$ cat config.mk
export PLATFORM = sky130hd
export DESIGN_NAME = sequence_gap_run_length_encoder
export DESIGN_NICKNAME = d
export VERILOG_FILES = /design/src/design/sgre_pkg.sv /design/src/design/sgre_front.sv /design/src/design/sgre_cmd_fifo.sv /design/src/design/sgre_back.sv /design/src/design/sequence_gap_run_length_encoder.sv
export VERILOG_INCLUDE_DIRS = /design/src /design/src/design
export SDC_FILE = /design/constraint.sdc
export NUM_CORES = 1
export LEC_CHECK = 0
export CORE_MARGIN = 5
export CORE_UTILIZATION = 60
export DETAILED_ROUTE_END_ITERATION = 10
export DONT_BUFFER_PORTS = 1
export PLACE_DENSITY = 0.77
export RECOVER_POWER = 25
export SLEW_MARGIN = 20
export SYNTH_ARGS = -nofsm -noshare
export SYNTH_HDL_FRONTEND = slang
export SYNTH_SLANG_ARGS = --single-unit
export TNS_END_PERCENT = 20
$ cat constraint.sdc
create_clock -name clk_i -period 6.65 [get_ports clk_i]
set_input_delay 1.33 -clock clk_i [delete_from_list [all_inputs] [get_ports clk_i]]
set_output_delay 1.33 -clock clk_i [all_outputs]
set_load 0.01 [all_outputs]
$ cat src/design/sequence_gap_run_length_encoder_defines.svh
// assertion macros for the gap-aware run-length encoder
// used by modules that check their own control logic; needs clk_i and rst_ni in scope
`ifndef SEQUENCE_GAP_RUN_LENGTH_ENCODER_DEFINES_SVH
`define SEQUENCE_GAP_RUN_LENGTH_ENCODER_DEFINES_SVH

// same-cycle implication, disabled during reset
`define SGRE_ASSERT(lbl, ante, cons, msg) \
  lbl: assert property (@(posedge clk_i) disable iff (!rst_ni) (ante) |-> (cons)) \
    else $error(msg);

// next-cycle implication, disabled during reset
`define SGRE_ASSERT_NEXT(lbl, ante, cons, msg) \
  lbl: assert property (@(posedge clk_i) disable iff (!rst_ni) (ante) |=> (cons)) \
    else $error(msg);

`endif

$ cat src/design/sgre_pkg.sv
// shared types and constants of the gap-aware run-length encoder
// used by the front, command queue, back and top level; no dependencies
package sgre_pkg;

  // field widths
  localparam int CHAR_W  = 8;
  localparam int CODE_W  = 3;
  localparam int LEN_W   = 13;
  localparam int VALUE_W = 13;
  localparam int WIDTH_W = 4;
  localparam int COUNT_W = 32;

  // character codes and run limits
  localparam logic [CHAR_W-1:0] DOT_CHAR    = 8'd46;
  localparam logic [CHAR_W-1:0] HYPHEN_CHAR = 8'd45;
  localparam logic [LEN_W-1:0]  RUN_MAX     = 13'h1fff;
  localparam logic [LEN_W-1:0]  SHORT_MAX   = 13'd63;
  localparam logic [LEN_W-1:0]  MID_MAX     = 13'd1023;
  localparam logic [CODE_W-1:0] END_FLAG    = 3'h7;
  localparam logic [WIDTH_W-1:0] MAX_GROUP_WIDTH = 4'd13;

  // configuration registers
  localparam int CFG_ADDR_W = 3;
  localparam int CFG_DATA_W = 32;
  localparam logic [CODE_W-1:0] DOT_CODE_RESET    = 3'd5;
  localparam logic [CODE_W-1:0] HYPHEN_CODE_RESET = 3'd6;

  typedef enum logic {
    REG_DOT_CODE    = 1'b0,
    REG_HYPHEN_CODE = 1'b1
  } cfg_reg_e;

  // command queue geometry
  localparam int QUEUE_AW    = 2;
  localparam int QUEUE_DEPTH = 1 << QUEUE_AW;

  typedef enum logic [1:0] {
    RUN_NONE   = 2'd0,
    RUN_DOT    = 2'd1,
    RUN_HYPHEN = 2'd2
  } run_kind_e;

  // what follows the flushed run in one command
  typedef enum logic [1:0] {
    TAIL_NONE    = 2'd0,
    TAIL_SYMBOL  = 2'd1,
    TAIL_END     = 2'd2,
    TAIL_UNKNOWN = 2'd3
  } tail_e;

  // one classified item, expanded into groups by the back
  typedef struct packed {
    logic              has_run;
    logic [CODE_W-1:0] run_code;
    logic [LEN_W-1:0]  run_len;
    tail_e             tail;
    logic [CODE_W-1:0] tail_code;
    logic              valid_inc;
    logic              eos;
  } cmd_t;

  typedef struct packed {
    logic full;
    logic empty;
  } queue_status_t;

endpackage

$ cat src/design/sgre_front.sv
// front: accepts characters, tracks the open gap run and classifies each item
// depends on sgre_pkg; pushes commands into the command queue
module sgre_front (
  input  logic                         clk_i,
  input  logic                         rst_ni,
  input  logic                         in_valid_i,
  output logic                         in_stall_o,
  input  logic [sgre_pkg::CHAR_W-1:0]  char_byte_i,
  input  logic                         is_valid_i,
  input  logic [sgre_pkg::CODE_W-1:0]  symbol_code_i,
  input  logic                         end_of_sequence_i,
  input  logic [sgre_pkg::CODE_W-1:0]  dot_code_i,
  input  logic [sgre_pkg::CODE_W-1:0]  hyphen_code_i,
  input  sgre_pkg::queue_status_t      queue_status_i,
  output logic                         push_o,
  output sgre_pkg::cmd_t               cmd_o
);

  sgre_pkg::run_kind_e             kind_q, kind_d;
  logic [sgre_pkg::LEN_W-1:0]      len_q, len_d;
  logic                            accept;
  logic                            run_open;
  sgre_pkg::run_kind_e             char_kind;
  logic                            is_run_char;

  assign in_stall_o = queue_status_i.full;
  assign accept     = in_valid_i && !queue_status_i.full;
  assign run_open   = (kind_q == sgre_pkg::RUN_DOT) || (kind_q == sgre_pkg::RUN_HYPHEN);

  // classify and build the command
  always_comb begin
    char_kind   = (char_byte_i == sgre_pkg::DOT_CHAR) ? sgre_pkg::RUN_DOT : sgre_pkg::RUN_HYPHEN;
    is_run_char = (char_byte_i == sgre_pkg::DOT_CHAR) || (char_byte_i == sgre_pkg::HYPHEN_CHAR);

    cmd_o.has_run   = run_open;
    cmd_o.run_code  = (kind_q == sgre_pkg::RUN_DOT) ? dot_code_i : hyphen_code_i;
    cmd_o.run_len   = len_q;
    cmd_o.tail      = sgre_pkg::TAIL_NONE;
    cmd_o.tail_code = hyphen_code_i;
    cmd_o.valid_inc = 1'b0;
    cmd_o.eos       = 1'b0;
    kind_d          = sgre_pkg::RUN_NONE;
    len_d           = '0;

    if (end_of_sequence_i) begin
      cmd_o.tail = sgre_pkg::TAIL_END;
      cmd_o.eos  = 1'b1;
    end else if (is_valid_i) begin
      cmd_o.tail      = sgre_pkg::TAIL_SYMBOL;
      cmd_o.tail_code = symbol_code_i;
      cmd_o.valid_inc = 1'b1;
    end else if (is_run_char) begin
      kind_d = char_kind;
      if (kind_q == char_kind) begin
        // same run: emit a full chunk only when the length is at its limit
        if (len_q == sgre_pkg::RUN_MAX) begin
          len_d = sgre_pkg::LEN_W'(1);
        end else begin
          cmd_o.has_run = 1'b0;
          len_d         = len_q + sgre_pkg::LEN_W'(1);
        end
      end else begin
        len_d = sgre_pkg::LEN_W'(1);
      end
    end else begin
      cmd_o.tail = sgre_pkg::TAIL_UNKNOWN;
    end
  end

  assign push_o = accept && (cmd_o.has_run || (cmd_o.tail != sgre_pkg::TAIL_NONE));

  // run state
  always_ff @(posedge clk_i or negedge rst_ni) begin
    if (!rst_ni) begin
      kind_q <= sgre_pkg::RUN_NONE;
      len_q  <= '0;
    end else if (accept) begin
      kind_q <= kind_d;
      len_q  <= len_d;
    end
  end

endmodule

$ cat src/design/sgre_cmd_fifo.sv
// short command queue between the front and the back
// depends on sgre_pkg for the command type and depth
module sgre_cmd_fifo (
  input  logic                     clk_i,
  input  logic                     rst_ni,
  input  logic                     push_i,
  input  sgre_pkg::cmd_t           cmd_i,
  input  logic                     pop_i,
  output sgre_pkg::cmd_t           cmd_o,
  output sgre_pkg::queue_status_t  status_o
);

  sgre_pkg::cmd_t                  mem_q [sgre_pkg::QUEUE_DEPTH];
  logic [sgre_pkg::QUEUE_AW-1:0]   wr_ptr_q, rd_ptr_q;
  logic [sgre_pkg::QUEUE_AW:0]     count_q;
  logic                            do_push, do_pop;

  assign status_o.full  = (count_q == (sgre_pkg::QUEUE_AW+1)'(sgre_pkg::QUEUE_DEPTH));
  assign status_o.empty = (count_q == '0);
  assign do_push = push_i && !status_o.full;
  assign do_pop  = pop_i && !status_o.empty;
  assign cmd_o   = mem_q[rd_ptr_q];

  // storage
  always_ff @(posedge clk_i) begin
    if (do_push) begin
      mem_q[wr_ptr_q] <= cmd_i;
    end
  end

  // pointers and fill count
  always_ff @(posedge clk_i or negedge rst_ni) begin
    if (!rst_ni) begin
      wr_ptr_q <= '0;
      rd_ptr_q <= '0;
      count_q  <= '0;
    end else begin
      if (do_push) wr_ptr_q <= wr_ptr_q + sgre_pkg::QUEUE_AW'(1);
      if (do_pop)  rd_ptr_q <= rd_ptr_q + sgre_pkg::QUEUE_AW'(1);
      if (do_push && !do_pop) begin
        count_q <= count_q + (sgre_pkg::QUEUE_AW+1)'(1);
      end else if (do_pop && !do_push) begin
        count_q <= count_q - (sgre_pkg::QUEUE_AW+1)'(1);
      end
    end
  end

endmodule

$ cat src/design/sgre_back.sv
// back: expands commands into bit groups, one per cycle while not stalled
// keeps the totals; depends on sgre_pkg and the assertion macro header
`include "sequence_gap_run_length_encoder_defines.svh"

module sgre_back (
  input  logic                          clk_i,
  input  logic                          rst_ni,
  input  sgre_pkg::queue_status_t       queue_status_i,
  input  sgre_pkg::cmd_t                cmd_i,
  output logic                          pop_o,
  output logic                          out_valid_o,
  input  logic                          out_stall_i,
  output logic [sgre_pkg::VALUE_W-1:0]  group_value_o,
  output logic [sgre_pkg::WIDTH_W-1:0]  group_width_o,
  output logic                          last_o,
  output logic                          sequence_done_o,
  output logic [sgre_pkg::COUNT_W-1:0]  total_bits_o,
  output logic [sgre_pkg::COUNT_W-1:0]  valid_total_o
);

  logic [2:0]                      idx_q, idx_d;
  logic [sgre_pkg::COUNT_W-1:0]    bc_q, vc_q;
  logic [sgre_pkg::COUNT_W-1:0]    vc_next, tb_next;
  logic [sgre_pkg::COUNT_W:0]      bit_sum;
  logic                            out_valid_q;
  logic [sgre_pkg::VALUE_W-1:0]    value_q, grp_value;
  logic [sgre_pkg::WIDTH_W-1:0]    width_q, grp_width;
  logic                            last_q, done_q, grp_last, grp_done;
  logic [sgre_pkg::COUNT_W-1:0]    tb_q, vt_q;
  logic [2:0]                      run_cnt, tail_cnt, total_cnt, tail_idx;
  logic                            load, seq_end;
  logic [sgre_pkg::LEN_W-1:0]      run_len;
  logic                            width_ok, totals_zero;

  // group decode for the current position in the head command
  always_comb begin
    run_len   = cmd_i.run_len;
    run_cnt   = !cmd_i.has_run ? 3'd0 : ((run_len <= sgre_pkg::LEN_W'(2)) ? 3'd2 : 3'd3);
    case (cmd_i.tail)
      sgre_pkg::TAIL_SYMBOL:  tail_cnt = 3'd1;
      sgre_pkg::TAIL_END:     tail_cnt = 3'd1;
      sgre_pkg::TAIL_UNKNOWN: tail_cnt = 3'd2;
      default:                tail_cnt = 3'd0;
    endcase
    total_cnt = run_cnt + tail_cnt;
    tail_idx  = idx_q - run_cnt;
    grp_value = '0;
    grp_width = 4'd1;
    grp_done  = 1'b0;

    if (idx_q < run_cnt) begin
      case (idx_q)
        3'd0: begin
          grp_value = sgre_pkg::VALUE_W'(cmd_i.run_code);
          grp_width = 4'd3;
        end
        3'd1: begin
          // length prefix
          if (run_len <= sgre_pkg::LEN_W'(1)) begin
            grp_value = sgre_pkg::VALUE_W'(1);
            grp_width = 4'd1;
          end else if (run_len == sgre_pkg::LEN_W'(2)) begin
            grp_value = sgre_pkg::VALUE_W'(1);
            grp_width = 4'd2;
          end else if (run_len <= sgre_pkg::SHORT_MAX) begin
            grp_value = sgre_pkg::VALUE_W'(1);
            grp_width = 4'd3;
          end else if (run_len <= sgre_pkg::MID_MAX) begin
            grp_value = sgre_pkg::VALUE_W'(1);
            grp_width = 4'd4;
          end else begin
            grp_value = '0;
            grp_width = 4'd4;
          end
        end
        default: begin
          // length field
          if (run_len <= sgre_pkg::SHORT_MAX) begin
            grp_value = sgre_pkg::VALUE_W'(run_len[5:0]);
            grp_width = 4'd6;
          end else if (run_len <= sgre_pkg::MID_MAX) begin
            grp_value = sgre_pkg::VALUE_W'(run_len[9:0]);
            grp_width = 4'd10;
          end else begin
            grp_value = run_len;
            grp_width = 4'd13;
          end
        end
      endcase
    end else begin
      case (cmd_i.tail)
        sgre_pkg::TAIL_SYMBOL: begin
          grp_value = sgre_pkg::VALUE_W'(cmd_i.tail_code);
          grp_width = 4'd3;
        end
        sgre_pkg::TAIL_END: begin
          grp_value = sgre_pkg::VALUE_W'(sgre_pkg::END_FLAG);
          grp_width = 4'd3;
          grp_done  = 1'b1;
        end
        sgre_pkg::TAIL_UNKNOWN: begin
          // unknown character is a hyphen run of length one
          if (tail_idx == 3'd0) begin
            grp_value = sgre_pkg::VALUE_W'(cmd_i.tail_code);
            grp_width = 4'd3;
          end else begin
            grp_value = sgre_pkg::VALUE_W'(1);
            grp_width = 4'd1;
          end
        end
        default: begin
          grp_value = '0;
          grp_width = 4'd1;
        end
      endcase
    end
    grp_last = (idx_q == total_cnt - 3'd1);
  end

  // handshake and counters
  assign load    = !queue_status_i.empty && (!out_valid_q || !out_stall_i);
  assign pop_o   = load && grp_last;
  assign seq_end = cmd_i.eos && grp_last;
  assign idx_d   = !load ? idx_q : (grp_last ? 3'd0 : idx_q + 3'd1);

  always_comb begin
    vc_next = vc_q;
    if (cmd_i.valid_inc && (idx_q == 3'd0) && (vc_q != '1)) begin
      vc_next = vc_q + sgre_pkg::COUNT_W'(1);
    end
    bit_sum = {1'b0, bc_q} + (sgre_pkg::COUNT_W+1)'(grp_width);
    tb_next = bit_sum[sgre_pkg::COUNT_W] ? '1 : bit_sum[sgre_pkg::COUNT_W-1:0];
  end

  // control state
  always_ff @(posedge clk_i or negedge rst_ni) begin
    if (!rst_ni) begin
      idx_q       <= '0;
      bc_q        <= '0;
      vc_q        <= '0;
      out_valid_q <= 1'b0;
    end else begin
      idx_q <= idx_d;
      if (load) begin
        bc_q        <= seq_end ? '0 : tb_next;
        vc_q        <= seq_end ? '0 : vc_next;
        out_valid_q <= 1'b1;
      end else if (!out_stall_i) begin
        out_valid_q <= 1'b0;
      end
    end
  end

  // output word register
  always_ff @(posedge clk_i) begin
    if (load) begin
      value_q <= grp_value;
      width_q <= grp_width;
      last_q  <= grp_last;
      done_q  <= grp_done;
      tb_q    <= tb_next;
      vt_q    <= vc_next;
    end
  end

  assign out_valid_o     = out_valid_q;
  assign group_value_o   = value_q;
  assign group_width_o   = width_q;
  assign last_o          = last_q;
  assign sequence_done_o = done_q;
  assign total_bits_o    = tb_q;
  assign valid_total_o   = vt_q;

  // terms for the checks below
  assign width_ok    = (width_q != '0) && (width_q <= sgre_pkg::MAX_GROUP_WIDTH);
  assign totals_zero = (bc_q == '0) && (vc_q == '0);

  `SGRE_ASSERT(a_done_is_last, out_valid_q && done_q, last_q, "end flag word not last")
  `SGRE_ASSERT(a_width_range, out_valid_q, width_ok, "group width out of range")
  `SGRE_ASSERT_NEXT(a_totals_cleared, load && seq_end, totals_zero, "totals not cleared")
  `SGRE_ASSERT(a_pop_on_last, pop_o, !queue_status_i.empty && (idx_q < 3'd5), "bad pop")

endmodule

$ cat src/design/sequence_gap_run_length_encoder.sv
// an accepted word's groups pass the command queue and the output register
// throughput: one input word per cycle while the four-entry command queue has room
// the back emits one group per cycle while not stalled; an item gives zero to five groups
// reset: asynchronous active low; clears run state, totals, queue and output valid
// configuration codes return to dot 5 and hyphen 6
module sequence_gap_run_length_encoder (
  input  logic                                clk_i,
  input  logic                                rst_ni,
  // input channel
  input  logic                                in_valid_i,
  output logic                                in_stall_o,
  input  logic [sgre_pkg::CHAR_W-1:0]         char_byte_i,
  input  logic                                is_valid_i,
  input  logic [sgre_pkg::CODE_W-1:0]         symbol_code_i,
  input  logic                                end_of_sequence_i,
  // output channel
  output logic                                out_valid_o,
  input  logic                                out_stall_i,
  output logic [sgre_pkg::VALUE_W-1:0]        group_value_o,
  output logic [sgre_pkg::WIDTH_W-1:0]        group_width_o,
  output logic                                last_o,
  output logic                                sequence_done_o,
  output logic [sgre_pkg::COUNT_W-1:0]        total_bits_o,
  output logic [sgre_pkg::COUNT_W-1:0]        valid_total_o,
  // configuration port
  input  logic                                psel,
  input  logic                                penable,
  input  logic                                pwrite,
  input  logic [sgre_pkg::CFG_ADDR_W-1:0]     paddr,
  input  logic [sgre_pkg::CFG_DATA_W-1:0]     pwdata,
  output logic [sgre_pkg::CFG_DATA_W-1:0]     prdata,
  output logic                                pready
);

  logic [sgre_pkg::CODE_W-1:0]  dot_code_q, hyphen_code_q;
  logic                         cfg_write;
  sgre_pkg::cfg_reg_e           cfg_sel;
  sgre_pkg::queue_status_t      queue_status;
  sgre_pkg::cmd_t               push_cmd, head_cmd;
  logic                         push, pop;

  // configuration registers
  assign pready    = 1'b1;
  assign cfg_write = psel && penable && pwrite;
  assign cfg_sel   = sgre_pkg::cfg_reg_e'(paddr[2]);

  always_ff @(posedge clk_i or negedge rst_ni) begin
    if (!rst_ni) begin
      dot_code_q    <= sgre_pkg::DOT_CODE_RESET;
      hyphen_code_q <= sgre_pkg::HYPHEN_CODE_RESET;
    end else if (cfg_write) begin
      unique case (cfg_sel)
        sgre_pkg::REG_DOT_CODE:    dot_code_q    <= pwdata[sgre_pkg::CODE_W-1:0];
        sgre_pkg::REG_HYPHEN_CODE: hyphen_code_q <= pwdata[sgre_pkg::CODE_W-1:0];
        default: ;
      endcase
    end
  end

  // register read back
  always_comb begin
    unique case (cfg_sel)
      sgre_pkg::REG_DOT_CODE:    prdata = sgre_pkg::CFG_DATA_W'(dot_code_q);
      sgre_pkg::REG_HYPHEN_CODE: prdata = sgre_pkg::CFG_DATA_W'(hyphen_code_q);
      default:                   prdata = '0;
    endcase
  end

  sgre_front u_front (
    .clk_i             (clk_i),
    .rst_ni            (rst_ni),
    .in_valid_i        (in_valid_i),
    .in_stall_o        (in_stall_o),
    .char_byte_i       (char_byte_i),
    .is_valid_i        (is_valid_i),
    .symbol_code_i     (symbol_code_i),
    .end_of_sequence_i (end_of_sequence_i),
    .dot_code_i        (dot_code_q),
    .hyphen_code_i     (hyphen_code_q),
    .queue_status_i    (queue_status),
    .push_o            (push),
    .cmd_o             (push_cmd)
  );

  sgre_cmd_fifo u_cmd_fifo (
    .clk_i    (clk_i),
    .rst_ni   (rst_ni),
    .push_i   (push),
    .cmd_i    (push_cmd),
    .pop_i    (pop),
    .cmd_o    (head_cmd),
    .status_o (queue_status)
  );

  sgre_back u_back (
    .clk_i           (clk_i),
    .rst_ni          (rst_ni),
    .queue_status_i  (queue_status),
    .cmd_i           (head_cmd),
    .pop_o           (pop),
    .out_valid_o     (out_valid_o),
    .out_stall_i     (out_stall_i),
    .group_value_o   (group_value_o),
    .group_width_o   (group_width_o),
    .last_o          (last_o),
    .sequence_done_o (sequence_done_o),
    .total_bits_o    (total_bits_o),
    .valid_total_o   (valid_total_o)
  );

endmodule
Word level (Yosys, flattened, before mapping)

Memory sizes are Yosys's and may differ from the RTL's.
Index checks and enable logic that the tools add are counted.
Widths: inputs -> output; s select.

Logic and storage cells: 137
Memories kept: 1
Bits in writable memories: 96
Input bits: 55
Register bits: 179

Eq/ne operators: 15
Magnitude comparators: 5
$add $sub $neg: 11
Reductions and logical operators: 31
Multiplexer cells: 56
Bitwise operators: 1

Memories:

| name             | words | width | read ports | clocked after Yosys merged registers in | wr ports | line                | source |
|---|---|---|---|---|---|---|---|
| u_cmd_fifo.mem_q | 4     | 24    | 1          | 0                                       | 1        | sgre_cmd_fifo.sv:13 | `sgre_pkg::cmd_t mem_q [sgre_pkg::QUEUE_DEPTH];` |

Operators with widths:

| kind                  | count |
|---|---|
| $mux 13               | 11 |
| $mux 32               | 4 |
| $pmux 32 s2           | 1 |
| $pmux 13 s3           | 1 |
| $add 32x4->33         | 1 |
| $add 32x1->32 const B | 1 |
| $ne 32x32->1 const B  | 1 |
| $pmux 13 s2           | 1 |
| $mux 3                | 8 |
| $mux 4                | 6 |
| $eq 8x6->1 const B    | 2 |
| $mux 2                | 8 |
| $pmux 4 s2            | 2 |
| $add 13x1->13 const B | 1 |
| $eq 13x13->1 const B  | 1 |
| $eq 13x2->1 const B   | 1 |
| $le 13x1->1 const B   | 1 |
| $le 13x10->1 const B  | 1 |
| $le 13x2->1 const B   | 1 |
| $le 13x6->1 const B   | 1 |
| $logic_and 1x1->1     | 13 |
| $mux 1                | 13 |
| $logic_not 3->1       | 3 |
| $add 3x1->3 const B   | 2 |
| other kinds (19)      | 34 |

Depth between registers and ports, before layout

Depth after elaboration: 14
Depth in mapped cells: 23
Depth with buffers taken out: 20

By module

Synthesis repeated with hierarchy kept, for this count alone.

Cells, all modules: 1,108
Area, all modules: 13,486.7 µm²

By module, submodules not included:

| module                          | cells each | area each (µm²) | instances |
|---|---|---|---|
| sgre_back                       | 776        | 8,001.4         | 1 |
| sgre_cmd_fifo                   | 162        | 3,937.5         | 1 |
| sgre_front                      | 121        | 1,022.2         | 1 |
| sequence_gap_run_length_encoder | 49         | 525.5           | 1 |

Worst setup path before layout

Ideal clock, no wire load.

Path kind: register to register
Start: register u_cmd_fifo.rd_ptr_q[0] (netlist bit)
End: register u_back.bc_q[14] (netlist bit)
Clock period less this slack: 4.985 ns
Data arrival time: 4.874 ns
Path slack: 1.665 ns
Stages on the path, launching flop included: 22
Setup time: 0.111 ns
Path through: dfrtp_1 buf_6 buf_6 mux4_2 nor4_2 nor2b_4 a31oi_1 ha_1 inv_1 fa_1 nor3b_1 a21oi_1 nor3_1 a21oi_1 a31o_1 fa_1 nor2b_1 o21a_1 o21ai_0 nor3_1 nor2_1 a2111oi_2

Cells in the longest elaborated chain, start to end: 12
Elaborated cells between the ends (all ways): 32

Ends and longest elaborated chain:

| what                     | line                | source |
|---|---|---|
| start: declaration       | sgre_cmd_fifo.sv:14 | `logic [sgre_pkg::QUEUE_AW-1:0] wr_ptr_q, rd_ptr_q;` |
| start signal: assignment | sgre_cmd_fifo.sv:39 | `if (do_pop) rd_ptr_q <= rd_ptr_q + sgre_pkg::QUEUE_AW'(1);` |
| $mem_v2 4x24 (*)         | -                   |  |
| $le 13x2->1              | sgre_back.sv:38     | `run_cnt = !cmd_i.has_run ? 3'd0 : ((run_len <= sgre_pkg::LEN_W'(2)) ? 3'd2 : 3'd3);` |
| $mux 1                   | sgre_back.sv:38     |  |
| $mux 3                   | sgre_back.sv:38     |  |
| $sub 3x3->3              | sgre_back.sv:46     | `tail_idx = idx_q - run_cnt;` |
| $logic_not 3->1          | sgre_back.sv:103    | `if (tail_idx == 3'd0) begin` |
| $mux 2                   | sgre_back.sv:103    |  |
| $pmux 4 s2               | sgre_back.sv:91     | `case (cmd_i.tail)` |
| $mux 4                   | sgre_back.sv:51     | `if (idx_q < run_cnt) begin` |
| $add 32x4->33            | sgre_back.sv:131    | `bit_sum = {1'b0, bc_q} + (sgre_pkg::COUNT_W+1)'(grp_width);` |
| $mux 32                  | sgre_back.sv:132    | `tb_next = bit_sum[sgre_pkg::COUNT_W] ? '1 : bit_sum[sgre_pkg::COUNT_W-1:0];` |
| $mux 32 (*)              | sgre_back.sv:145    | `bc_q <= seq_end ? '0 : tb_next;` |
| end signal: assignment   | sgre_back.sv:145    |  |
| end: declaration         | sgre_back.sv:22     | `logic [sgre_pkg::COUNT_W-1:0] bc_q, vc_q;` |

Every way passes the cells marked *; elsewhere a longest branch is shown, timed or not.
A chain may end at the register's enable or synchronous reset.

Final worst setup path

Start: register u_cmd_fifo.rd_ptr_q[0] (netlist bit)
End: register u_back.tb_q (netlist bit u_back.total_bits_o[31]), data pin

Cells in the longest elaborated chain, start to end: 11
Elaborated cells between the ends (all ways): 26

Ends and longest elaborated chain:

| what                          | line             | source |
|---|---|---|
| $mem_v2 4x24 (*)              | -                |  |
| $le 13x2->1                   | sgre_back.sv:38  |  |
| $mux 1                        | sgre_back.sv:38  |  |
| $mux 3                        | sgre_back.sv:38  |  |
| $sub 3x3->3                   | sgre_back.sv:46  |  |
| $logic_not 3->1               | sgre_back.sv:103 |  |
| $mux 2                        | sgre_back.sv:103 |  |
| $pmux 4 s2                    | sgre_back.sv:91  |  |
| $mux 4 (*)                    | sgre_back.sv:51  |  |
| net u_back.grp_width, one bit | sgre_back.sv:27  | `logic [sgre_pkg::WIDTH_W-1:0] width_q, grp_width;` |
| $add 32x4->33 (*)             | sgre_back.sv:131 |  |
| $mux 32 (*)                   | sgre_back.sv:132 |  |
| net u_back.tb_next, one bit   | sgre_back.sv:23  | `logic [sgre_pkg::COUNT_W-1:0] vc_next, tb_next;` |
| end signal: assignment        | sgre_back.sv:161 | `tb_q <= tb_next;` |
| end: declaration              | sgre_back.sv:29  | `logic [sgre_pkg::COUNT_W-1:0] tb_q, vt_q;` |

The timed path passes the listed nets; every way through them passes the cells marked *.

==> metrics <==
sequential-to-total area share from yosys stat=58.3%; vias in the first global route=8203; WL final=26800 um; GPL Wtd Cong=0.842; WL per Instance=19.9 um; Initial Utilization=61.0%; Hold Slack=0.490 ns; Die W=159 um; cell family with most CP delay=simple AND/OR/NAND/NOR gates; Die Y=159 um; Post-Place Cells=1296; DIE AREA=25300 um2; number of synthesized flops with an enable pin=179; IO Count=173; dpl hpwl=17400 um; drt via density=6.09; routed via count=8218; combinational family with the most area after synthesis=simple AND/OR/NAND/NOR gates; setup bufs post-CTS=0; Layout Nets=1130; CTS max path bufs=3; grt ovf=0; largest net degree at the start of global routing=97; Pleak=5.61 nW; Fmax=168 MHz; min Tclk post-route=5.94 ns; ys async rst share=34.9%; Max-Slew Margin vs Limit=33.9%; CP endpoint kind=flip-flop; Crit-path slowest cell=dfrtp_1; layout cells sized above 1=14.3%; hold_buf cts=0; Global Route Usage Sum=20.8%; Final Max Slew Viols=0; kind of critical path=flip-flop to flip-flop; CP Buf/Inv Count=2; period utilization=89.3%; worst-margin pin slew=0.990 ns; mux cell area share after synthesis=6.01%; cts bufs inserted=29; initial drt markers=541; synth unique cells=91; first-pass GRT wire length=43900 um; Max-Cap Viols=0; status=completed; final hold viol count=0; Hold WC Path Type=primary input to asynchronous set/reset pin; port bufs=0; htree depth=1; Pwr per Cell Area=447 nW/um2; Remaining DRCs=0; non-filler instance count after layout=1349; Syn-to-layout area delta=8.75%; clock latency on the worst-skew pair=0.53 ns; adder-cell share of the synthesized area=2.79%; CORE AREA=21900 um2; Crit Path Max Fanout=11; Synth Warn #=0; CP required=6.92 ns; CP peak stage delay=0.63 ns; Syn Inst Count=1051; post-synthesis compound-gate area fraction=9.55%; Setup TNS=0 ns; CTS tree=yes; DRT antenna net count=0; Setup Skew=0.0128 ns; most used cell, CP=a31oi_1; placed cell area=13400 um2; simple-gate share of the synthesized area=13.9%; Final Power=6.49 mW; final-report setup violation count=0; Max VDD drop=0.268 mV; XOR/XNOR Fraction of Synth Area=4.84%; crit path cell chain=buf_4 -> mux4_2 -> nor4_2 -> a31oi_1 -> ha_1 -> inv_1 -> fa_1 -> nor3b_1 -> a21oi_1 -> nor3_1 -> a21oi_1 -> a31oi_1 -> ha_1 -> a211oi_1 -> o21ai_1 -> and4_1 -> and3_1 -> nor2_1 -> a31oi_1; startpoint types=flip-flop; #FFs+latches synth=275; Worst-path clk slew=0.06 ns; Site Rows=54; Worst Path Arrival=6.21 ns; Primary FF master, synth=edfxtp_1; Mean Syn Cell Area=12.7 um2; post-CTS sizing=0; antenna violations before repair=0; unrepaired setup endpoints after global routing=no; n_diodes=0; cell area after synthesis=13400 um2; # clock sinks=275; fin area=14500 um2; DR pass1 iterations=5; clk root buf=clkbuf_16
-- placed cells by master, fill, tap and decap left out, drive strengths merged, types with 7 or more instances in the layout --
master,n
xnor2,47
a22o,10
ha,25
buf,13
o22ai,7
xor2,24
a21oi,38
and4,14
nor3,23
mux2,21
a311oi,8
inv,38
mux4,24
conb,30
nor2b,8
o21ai,48
clkbuf,31
nand4,25
edfxtp,179
a211oi,8
dfrtp,92
a31oi,21
and3,34
nand2,83
nand3,34
and2,13
nor2,70
o31ai,13
-- cell type report --
type / instances / area, um2
sequential: 275 / 7780
fill: 1582 / 7370
multi-input combinational: 694 / 5070
clock buffer: 31 / 776
tap: 280 / 350
clock inverter: 22 / 298
inverter: 34 / 130
timing repair buffer: 13 / 110
-- path summary, 6_finish.rpt --
path / cells past startpoint / startpoint / endpoint / slack (ns)
hold reg to reg: 1 / u_cmd_fifo.count_q[2]$_DFFE_PN0P_ / u_cmd_fifo.count_q[2]$_DFFE_PN0P_ / 0.49
hold / removal: 0 / rst_ni / u_front.len_q[9]$_DFFE_PN0P_ / 0.49
min in group clk_i: 1 / u_cmd_fifo.count_q[2]$_DFFE_PN0P_ / u_cmd_fifo.count_q[2]$_DFFE_PN0P_ / 0.49
setup reg to reg: 19 / u_cmd_fifo.rd_ptr_q[0]$_DFFE_PN0P_ / u_back.total_bits_o[31]$_DFFE_PP_ / 0.71
max in group asynchronous: 0 / rst_ni / dot_code_q[2]$_DFFE_PN1P_ / 5.95
setup / recovery: 19 / u_cmd_fifo.rd_ptr_q[0]$_DFFE_PN0P_ / u_back.total_bits_o[31]$_DFFE_PP_ / 0.71
-- cells in the mapped netlist, types with 3 or more instances --
library cell / n / area share, %
ha_1: 25 / 2.3
nand3_1: 34 / 1.3
nand4b_1: 3 / 0.20
mux4_1: 4 / 0.79
nand4_1: 23 / 1.1
a311oi_1: 6 / 0.39
and3_1: 31 / 1.5
o21ai_1: 4 / 0.15
a21oi_1: 38 / 1.4
clkbuf_1: 12 / 0.34
buf_6: 5 / 0.42
nor2_1: 65 / 1.8
dfrtp_1: 92 / 17
buf_4: 34 / 1.9
edfxtp_1: 179 / 40
nand2_1: 80 / 2.2
fa_1: 3 / 0.45
mux4_2: 20 / 3.4
a41oi_1: 4 / 0.26
a211oi_1: 7 / 0.39
inv_1: 32 / 0.90
buf_2: 23 / 0.86
and2_1: 10 / 0.47
mux2_2: 21 / 1.8
o21ai_2: 3 / 0.20
a31oi_1: 21 / 0.98
nor3b_1: 5 / 0.28
and4_1: 13 / 0.85
dfstp_2: 4 / 0.79
nor3_1: 20 / 0.75
o31ai_1: 13 / 0.73
nor2_2: 4 / 0.19
and3_4: 3 / 0.25
or3_1: 4 / 0.19
a22o_1: 10 / 0.66
xnor2_1: 47 / 3.1
o21ai_0: 41 / 1.5
xor2_1: 24 / 1.6
nor2b_1: 7 / 0.33
a21o_1: 4 / 0.22
nand2b_1: 4 / 0.19
o22ai_1: 7 / 0.33
nand3b_1: 3 / 0.17
-- metal layers --
| layer | global-route usage (%) | share of wire, % | wire (um) |
|---|---|---|---|
| met5 | 0 | 0 | 0 |
| met4 | 4.73 | 1.7 | 458 |
| met3 | 3.21 | 5.4 | 1440 |
| met2 | 35.4 | 50 | 13500 |
| met1 | 28.5 | 42 | 11400 |
-- power by group --
part | switching (mW) | leakage, nW | total, mW | internal (mW)
clock network | 0.677 | 0.507 | 1.76 | 1.09
registers | 0.331 | 2.98 | 2.69 | 2.36
logic | 1.28 | 2.12 | 2.04 | 0.765
total | 2.28 | 5.61 | 6.49 | 4.21
-- flip-flops by register name, indices dropped and copies added, names as in the netlist, 3 cells and up --
name / flops
u_back.valid_total_o: 32
u_back.group_value_o: 13
u_back.bc_q: 32
hyphen_code_q: 3
u_back.vc_q: 32
u_cmd_fifo.count_q: 3
u_cmd_fifo.mem_q: 96
u_front.len_q: 13
u_back.group_width_o: 4
u_back.total_bits_o: 32
u_back.idx_q: 3
dot_code_q: 3
-- metrics by stage --
step / util, % / setup slack (ns)
after CTS: 66.3 / 0.655
after floorplan: - / 1.66
after detailed placement: 61.4 / 0.706
after global placement: 61.4 / 0.772
final: 66.3 / 0.711
after global routing: 66.3 / 0.221
-- logic make-up (layout without fill, tap and decap cells) --
group           count (synthesis)  in the layout
fa+ha+maj                      28             28
compound gates                184            184
flops                         275            275
mux                            46             46
other cells                     2             30
simple gates                  334            334
xor+xnor                       72             72
buf+inv                       110            100
(Power assumes the default switching activity.)
